$ cat src/hdl/kpsd_pkg.sv
package kpsd_pkg;

  localparam int unsigned DIGITS_DEFAULT = 8;
  localparam logic [15:0] DEBOUNCE_RESET = 16'd3000;
  localparam logic [15:0] DWELL_RESET    = 16'd150;

  localparam int unsigned CFG_INDEX_W = 4;
  localparam logic [CFG_INDEX_W-1:0] REG_DEBOUNCE = CFG_INDEX_W'(0);
  localparam logic [CFG_INDEX_W-1:0] REG_DWELL    = CFG_INDEX_W'(1);

  localparam logic [7:0] SEG_BLANK = 8'h00;

  typedef struct packed {
    logic       en;
    logic [3:0] key;
  } kpsd_push_t;

  function automatic logic [7:0] seg_code(input logic [3:0] key);
    logic [7:0] s;
    unique case (key)
      4'h0: s = 8'h3f;
      4'h1: s = 8'h06;
      4'h2: s = 8'h5b;
      4'h3: s = 8'h4f;
      4'h4: s = 8'h66;
      4'h5: s = 8'h6d;
      4'h6: s = 8'h7d;
      4'h7: s = 8'h07;
      4'h8: s = 8'h7f;
      4'h9: s = 8'h6f;
      4'ha: s = 8'h77;
      4'hb: s = 8'h7c;
      4'hc: s = 8'h39;
      4'hd: s = 8'h5e;
      4'he: s = 8'h79;
      default: s = 8'h71;
    endcase
    return s;
  endfunction

  // index is {column, row}
  function automatic logic [3:0] key_map(input logic [3:0] col_row);
    logic [3:0] k;
    unique case (col_row)
      4'h0: k = 4'd7;
      4'h1: k = 4'd4;
      4'h2: k = 4'd1;
      4'h3: k = 4'd10;
      4'h4: k = 4'd8;
      4'h5: k = 4'd5;
      4'h6: k = 4'd2;
      4'h7: k = 4'd0;
      4'h8: k = 4'd9;
      4'h9: k = 4'd6;
      4'ha: k = 4'd3;
      4'hb: k = 4'd11;
      4'hc: k = 4'd12;
      4'hd: k = 4'd13;
      4'he: k = 4'd14;
      default: k = 4'd15;
    endcase
    return k;
  endfunction

endpackage

$ cat src/hdl/kpsd_display_store.sv
module kpsd_display_store import kpsd_pkg::*; #(
  parameter int unsigned DIGITS = DIGITS_DEFAULT,
  localparam int unsigned DigW = (DIGITS > 1) ? $clog2(DIGITS) : 1
) (
  input  logic            clk_i,
  input  logic            rst_ni,
  input  kpsd_push_t      push_i,
  input  logic [DigW-1:0] rd_idx_i,
  output logic [7:0]      rd_seg_o
);

  logic [7:0] codes_q [DIGITS];

  always_ff @(posedge clk_i or negedge rst_ni) begin
    if (!rst_ni) begin
      for (int i = 0; i < DIGITS; i++) codes_q[i] <= SEG_BLANK;
    end else if (push_i.en) begin
      for (int i = 0; i + 1 < DIGITS; i++) codes_q[i] <= codes_q[i+1];
      codes_q[DIGITS-1] <= seg_code(push_i.key);
    end
  end

  assign rd_seg_o = codes_q[rd_idx_i];

endmodule

$ cat src/hdl/keypad_to_scrolling_segment_display.sv
// Keypad scanner with a scrolling multiplexed seven-segment display. Every
// request is one timing tick carrying the sensed row lines, and it yields
// exactly one result: the column, digit and segment lines for that tick plus
// a key strobe and key code. A new request is taken every cycle while the
// result register is empty or being drained, so throughput is one tick per
// cycle, set by the single pass from the input through the frame sequencer
// (scan/debounce counter and digit store) into the result register. A frame
// is four column scans, each possibly stretched by debounce_ticks+1 ticks,
// followed by DIGITS display phases of dwell_ticks ticks each (one tick when
// dwell_ticks is zero).
module keypad_to_scrolling_segment_display import kpsd_pkg::*; #(
  parameter int unsigned DIGITS = DIGITS_DEFAULT
) (
  input  logic                   clk_i,
  input  logic                   rst_ni,
  input  logic                   cfg_we_i,
  input  logic [CFG_INDEX_W-1:0] cfg_index_i,
  input  logic [15:0]            cfg_data_i,
  input  logic                   in_valid_i,
  output logic                   in_ready_o,
  input  logic [3:0]             row_sense_i,
  output logic                   out_valid_o,
  input  logic                   out_ready_i,
  output logic [3:0]             column_drive_o,
  output logic [7:0]             digit_select_o,
  output logic [7:0]             segment_pattern_o,
  output logic                   key_accepted_o,
  output logic [3:0]             key_code_o
);

  localparam int unsigned PhaseW = $clog2(DIGITS + 4);
  localparam int unsigned DigW   = (DIGITS > 1) ? $clog2(DIGITS) : 1;
  localparam logic [PhaseW-1:0] PhaseDisp = PhaseW'(4);
  localparam logic [PhaseW-1:0] PhaseLast = PhaseW'(DIGITS + 3);

  logic [15:0]       debounce_q, dwell_q;
  logic [PhaseW-1:0] phase_q, phase_d;
  logic              wait_q, wait_d;
  logic [15:0]       cnt_q, cnt_d;
  logic [4:0]        found_q, found_d;
  logic [3:0]        col_q, col_d;
  logic [7:0]        dig_q, dig_d;
  logic [7:0]        seg_q, seg_d;
  logic              acc_q, acc_d;
  logic [3:0]        code_q, code_d;
  logic              out_valid_q;
  logic              in_fire;
  kpsd_push_t        push;
  logic [DigW-1:0]   rd_idx;
  logic [7:0]        rd_seg;

  assign in_ready_o = !out_valid_q || out_ready_i;
  assign in_fire    = in_valid_i && in_ready_o;

  always_ff @(posedge clk_i or negedge rst_ni) begin
    if (!rst_ni) begin
      debounce_q <= DEBOUNCE_RESET;
      dwell_q    <= DWELL_RESET;
    end else if (cfg_we_i) begin
      if (cfg_index_i == REG_DEBOUNCE) debounce_q <= cfg_data_i;
      if (cfg_index_i == REG_DWELL)    dwell_q    <= cfg_data_i;
    end
  end

  always_comb begin
    logic       advance;
    logic [1:0] c;
    logic       row_ok;
    logic [1:0] r;
    logic [PhaseW-1:0] d_full;
    logic [16:0] cnt_inc;
    logic [16:0] limit;

    phase_d = phase_q;
    wait_d  = wait_q;
    cnt_d   = cnt_q;
    found_d = found_q;
    col_d   = col_q;
    dig_d   = dig_q;
    seg_d   = seg_q;
    acc_d   = 1'b0;
    code_d  = 4'd0;
    push    = '0;
    advance = 1'b0;
    c       = phase_q[1:0];
    row_ok  = 1'b1;
    r       = 2'd0;
    d_full  = phase_q - PhaseDisp;
    rd_idx  = (d_full > PhaseW'(DIGITS - 1)) ? DigW'(DIGITS - 1) : d_full[DigW-1:0];
    cnt_inc = {1'b0, cnt_q} + 17'd1;
    limit   = {1'b0, (dwell_q == 16'd0) ? 16'd1 : dwell_q};

    unique case (row_sense_i)
      4'he: r = 2'd0;
      4'hd: r = 2'd1;
      4'hb: r = 2'd2;
      4'h7: r = 2'd3;
      default: row_ok = 1'b0;
    endcase

    if (in_fire) begin
      if (phase_q < PhaseDisp) begin
        col_d = ~(4'b0001 << c);
        if (!wait_q) begin
          if (row_sense_i != 4'hf) begin
            wait_d = 1'b1;
            cnt_d  = 16'd0;
          end else begin
            advance = 1'b1;
          end
        end else if (cnt_q < debounce_q) begin
          cnt_d = cnt_inc[15:0];
        end else begin
          if (row_ok) found_d = {1'b1, key_map({c, r})};
          wait_d  = 1'b0;
          cnt_d   = 16'd0;
          advance = 1'b1;
        end
        if (advance) begin
          if (c == 2'd3) begin
            if (found_d[4]) begin
              acc_d    = 1'b1;
              code_d   = found_d[3:0];
              push.en  = 1'b1;
              push.key = found_d[3:0];
            end
            found_d = 5'd0;
            cnt_d   = 16'd0;
            phase_d = PhaseDisp;
          end else begin
            phase_d = phase_q + PhaseW'(1);
          end
        end
      end else begin
        dig_d = (32'(rd_idx) < 32'd8) ? ~(8'h01 << rd_idx) : 8'hff;
        seg_d = rd_seg;
        if (cnt_inc >= limit) begin
          cnt_d   = 16'd0;
          phase_d = (phase_q >= PhaseLast) ? PhaseW'(0) : phase_q + PhaseW'(1);
        end else begin
          cnt_d = cnt_inc[15:0];
        end
      end
    end
  end

  always_ff @(posedge clk_i or negedge rst_ni) begin
    if (!rst_ni) begin
      phase_q     <= '0;
      wait_q      <= 1'b0;
      cnt_q       <= '0;
      found_q     <= '0;
      col_q       <= 4'hf;
      dig_q       <= 8'hff;
      seg_q       <= 8'hff;
      acc_q       <= 1'b0;
      code_q      <= '0;
      out_valid_q <= 1'b0;
    end else begin
      if (in_fire) begin
        phase_q <= phase_d;
        wait_q  <= wait_d;
        cnt_q   <= cnt_d;
        found_q <= found_d;
        col_q   <= col_d;
        dig_q   <= dig_d;
        seg_q   <= seg_d;
        acc_q   <= acc_d;
        code_q  <= code_d;
      end
      if (in_fire) begin
        out_valid_q <= 1'b1;
      end else if (out_ready_i) begin
        out_valid_q <= 1'b0;
      end
    end
  end

  kpsd_display_store #(
    .DIGITS(DIGITS)
  ) u_store (
    .clk_i   (clk_i),
    .rst_ni  (rst_ni),
    .push_i  (push),
    .rd_idx_i(rd_idx),
    .rd_seg_o(rd_seg)
  );

  assign out_valid_o       = out_valid_q;
  assign column_drive_o    = col_q;
  assign digit_select_o    = dig_q;
  assign segment_pattern_o = seg_q;
  assign key_accepted_o    = acc_q;
  assign key_code_o        = code_q;

`ifndef SYNTH
  a_phase_range: assert property (@(posedge clk_i) disable iff (!rst_ni)
    phase_q <= PhaseLast) else $error("frame phase out of range");
  a_wait_in_scan: assert property (@(posedge clk_i) disable iff (!rst_ni)
    wait_q |-> phase_q < PhaseDisp) else $error("debounce wait outside scan");
  a_key_at_scan_end: assert property (@(posedge clk_i) disable iff (!rst_ni)
    (out_valid_o && key_accepted_o) |-> (column_drive_o == 4'h7 && phase_q == PhaseDisp))
    else $error("key strobe not at end of last column scan");
  a_code_zero: assert property (@(posedge clk_i) disable iff (!rst_ni)
    (out_valid_o && !key_accepted_o) |-> key_code_o == 4'd0)
    else $error("key code without strobe");
  a_found_cleared: assert property (@(posedge clk_i) disable iff (!rst_ni)
    phase_q >= PhaseDisp |-> found_q == 5'd0) else $error("found key kept into display");
`endif

endmodule

$ cat config.mk
export PLATFORM = sky130hd
export DESIGN_NAME = keypad_to_scrolling_segment_display
export DESIGN_NICKNAME = d
export VERILOG_FILES = /design/src/hdl/kpsd_pkg.sv /design/src/hdl/kpsd_display_store.sv /design/src/hdl/keypad_to_scrolling_segment_display.sv
export SDC_FILE = /design/constraint.sdc
export NUM_CORES = 1
export LEC_CHECK = 0
export ABC_AREA = 1
export BUFFER_PORTS_ARGS = -buffer_cell sky130_fd_sc_hd__buf_2
export CORE_UTILIZATION = 61
export CTS_CLUSTER_DIAMETER = 80
export DETAILED_ROUTE_END_ITERATION = 7
export PLACE_DENSITY = 0.84
export RECOVER_POWER = 50
export SYNTH_ARGS = -nofsm -noshare
export SYNTH_HDL_FRONTEND = slang
export SYNTH_SLANG_ARGS = --single-unit
$ cat constraint.sdc
create_clock -name clk_i -period 3.8 [get_ports clk_i]
set_input_delay 0.57 -clock clk_i [delete_from_list [all_inputs] [get_ports clk_i]]
set_output_delay 0.57 -clock clk_i [all_outputs]
set_load 0.02 [all_outputs]
==> run summary <==
run status -> complete, but fails checks
failing checks -> capacitance limit, slew limit
commonest non-fill, non-tap cell in the layout -> nand2_1
highest clock rate -> 281.3 MHz
Crit path required time -> 4160 ps
Multi-input gate area -> 0.003786 mm²
Placer Congestion -> 0.9344
Power Dens Cells -> 605.6 mW/mm²
synthesis-stage register bit count -> 140
global-route met1 utilization -> 0.3995
Die H -> 117.3 µm
WS Path Type -> flop to flop
Worst-path clk slew -> 60 ps
Setup crit end kind -> flop
arrival time at the worst endpoint -> 3910 ps
Post-synth EDFFs -> 0
I/O Buffers -> 55
Max H-tree Level -> 4
actual slew at the worst max-slew pin -> 2973 ps
CP Max Fanout -> 16
MaxCap Viol Count -> 1
Seq/Total Area, Yosys -> 0.4365
syn_nets -> 1094
hold-fix buffers at CTS -> 0
Resized cells post-CTS -> 0
Core Area -> 0.01277 mm²
Die ar. -> 0.01377 mm²
Mapped Cells -> 1014
RSZ-0062 raised after global routing -> no
dpl ws -> 402.5 ps
grt met2 use -> 0.4497
setup bufs post-CTS -> 0
Register Area -> 0.003542 mm²
DRC -> 0
Netlist cell types -> 46
routed length per instance -> 15.26 µm
grt peak-use layer -> met2
Max Root-Sink Buffers -> 2
largest net degree at the start of global routing -> 123
final hold violation count -> 0
Post-synth ARST share -> 1.000
Initial DRC Count -> 806
# IOs -> 56
Leakage -> 4.657 nW
Max-Slew Margin vs Limit -> -0.9817
P&R area growth vs syn -> 11.41%
total track usage -> 0.2895
Most used DFF post-synth -> dfrtp_1
period utilization -> 0.9354
total CTS buffers -> 17
Detailed Route WL -> 19000 µm
first-pass GRT wire length -> 32040 µm
syn avg cell area -> 8.002 µm²
global-route track usage on met3 -> 0.05982
initial antenna violation count -> 0
number of fill cells -> 995
Root Driver -> clkbuf_16
clock sinks -> 140
Syn Std Cell Area -> 0.008114 mm²
GRT Residual Overflow -> 0
CTS tree -> done
clk_skew -> 8.491 ps
Hold Path Class -> primary input to flop
Die X -> 117.3 µm
TNS Setup -> 0 ps
row count -> 41
Worst setup SP type -> flop
Tmin final -> 3555 ps
Worst-Skew Late Latency -> 420 ps
detailed-route via count -> 7085
layout cells sized above 1 -> 0.1417
First-pass DRT Iterations -> 7
most frequent cells in the layout -> nand2_1 (294), inv_1 (154), o21ai_0 (115)
vias in the first global route -> 6764
Slew Limit Fails -> 123
Final Setup Violations -> 0
PnR worst setup slack -> 245.4 ps
antenna violation net count after detailed routing -> 0
nets@finish -> 1141
ANT cells -> 0
peak supply drop -> 0.3823 mV
hpwl dp -> 12650 µm
starting density of the core -> 0.6352
YS warnings -> 0
vias per cell -> 5.691
-- critical path: stages, from the launching register on --
cell and delay [ps]:
dfrtp_1 510, ha_1 240, nand2_1 80, nor2_2 160, nand3_2 170, nor2_1 140, inv_1 70, o21ai_0 230
inv_1 120, ha_1 340, nand2_1 80, nor3_1 200, inv_1 60, nor4_1 330, nand3b_4 390, nand2_4 100
nand2_1 140, nand2_1 70, nand2_1 60
-- where the power goes --
| group | internal (W) | leakage (nW) | switching (W) |
|---|---|---|---|
| logic | 0.000579 | 2.78 | 0.00115 |
| registers | 0.00184 | 1.59 | 0.000248 |
| clock network | 0.000988 | 0.278 | 0.000664 |
-- cells by family (layout without fill, tap and decap cells) --
| group | count (synthesis) | count (layout) | share of synthesized area |
|---|---|---|---|
| simple gates | 404 | 404 | 0.2185 |
| compound gates | 213 | 213 | 0.1576 |
| buf+inv | 195 | 254 | 0.09684 |
| flops | 140 | 140 | 0.4365 |
| fa+ha+maj | 51 | 51 | 0.07864 |
| xor+xnor | 11 | 11 | 0.01187 |
-- stage by stage --
stage	power [W]	instance area, µm²	util	instances	hold WS (ps)
2_1_floorplan	0.003318	8114	-	1014	274.4
3_3_place_gp	0.003742	8486	0.6643	1214	439.3
3_5_place_dp	0.003804	8486	0.6643	1214	438.4
4_1_cts	0.005476	9067	0.7099	1245	364.7
5_1_grt	0.005807	9040	0.7077	1245	395.2
6_report	0.005475	9040	0.7077	1245	375.3
-- per-layer routing --
metal  wire [µm]  vias up
li1            -     3404
met1        8594     3331
met2        8624      304
met3        1390       46
met4         385        0
met5           0        -
-- state kept, by name, indices dropped and copies added, names as in the netlist, 5 cells and up --
name               flops
u_store.codes_q       56
dwell_q               16
digit_select_o         8
cnt_q                 16
debounce_q            16
segment_pattern_o      8
found_q                5
-- cells in the mapped netlist (4+ instances only) --
master     number  share of area
nor3_1          5         0.0031
nand3_1        29          0.018
ha_1           51          0.079
xor2_1         11          0.012
clkbuf_1       24          0.011
o211ai_2       10          0.015
o2111ai_1       4         0.0043
o21ai_0       115          0.071
buf_4           6         0.0056
dfstp_2        31           0.10
inv_2           5         0.0023
o21ai_1         7         0.0043
inv_1         154          0.071
nand4_1        15          0.012
o211ai_1       10         0.0093
o22ai_1        16          0.012
dfrtp_1       109           0.34
nor4_1          4         0.0031
nand3_2         5         0.0062
nor2_1         29          0.013
a22oi_1         4         0.0037
nand2_1       294           0.14
nor2_4          5         0.0069
buf_6           4         0.0056
nand2_2         6         0.0046
a21oi_1        27          0.017
-- path summary, 6_finish.rpt --
kind	startpoint	endpoint	slack, ps	cells after the start
max	cnt_q[0]$_DFFE_PN0P_	phase_q[2]$_DFFE_PN0P_	250	18
min	cfg_data_i[5]	debounce_q[5]$_DFFE_PN1P_	380	3
max reg2reg	cnt_q[0]$_DFFE_PN0P_	phase_q[2]$_DFFE_PN0P_	250	18
min reg2reg	segment_pattern_o[7]$_DFFE_PN1P_	segment_pattern_o[7]$_DFFE_PN1P_	450	2
max in group asynchronous	rst_ni	u_store.codes_q[60]$_DFFE_PN0P_	960	1
min in group asynchronous	rst_ni	phase_q[1]$_DFFE_PN0P_	1110	1
-- final cells by class --
cell class	instances	share of cell area
multi-input cells	679	0.4188
flip-flops and latches	140	0.3918
inverters	160	0.06644
clock buffers	19	0.04900
repair buffers	63	0.03474
well taps	172	0.02381
clock inverters	12	0.01536
(Power assumes the default switching activity.)
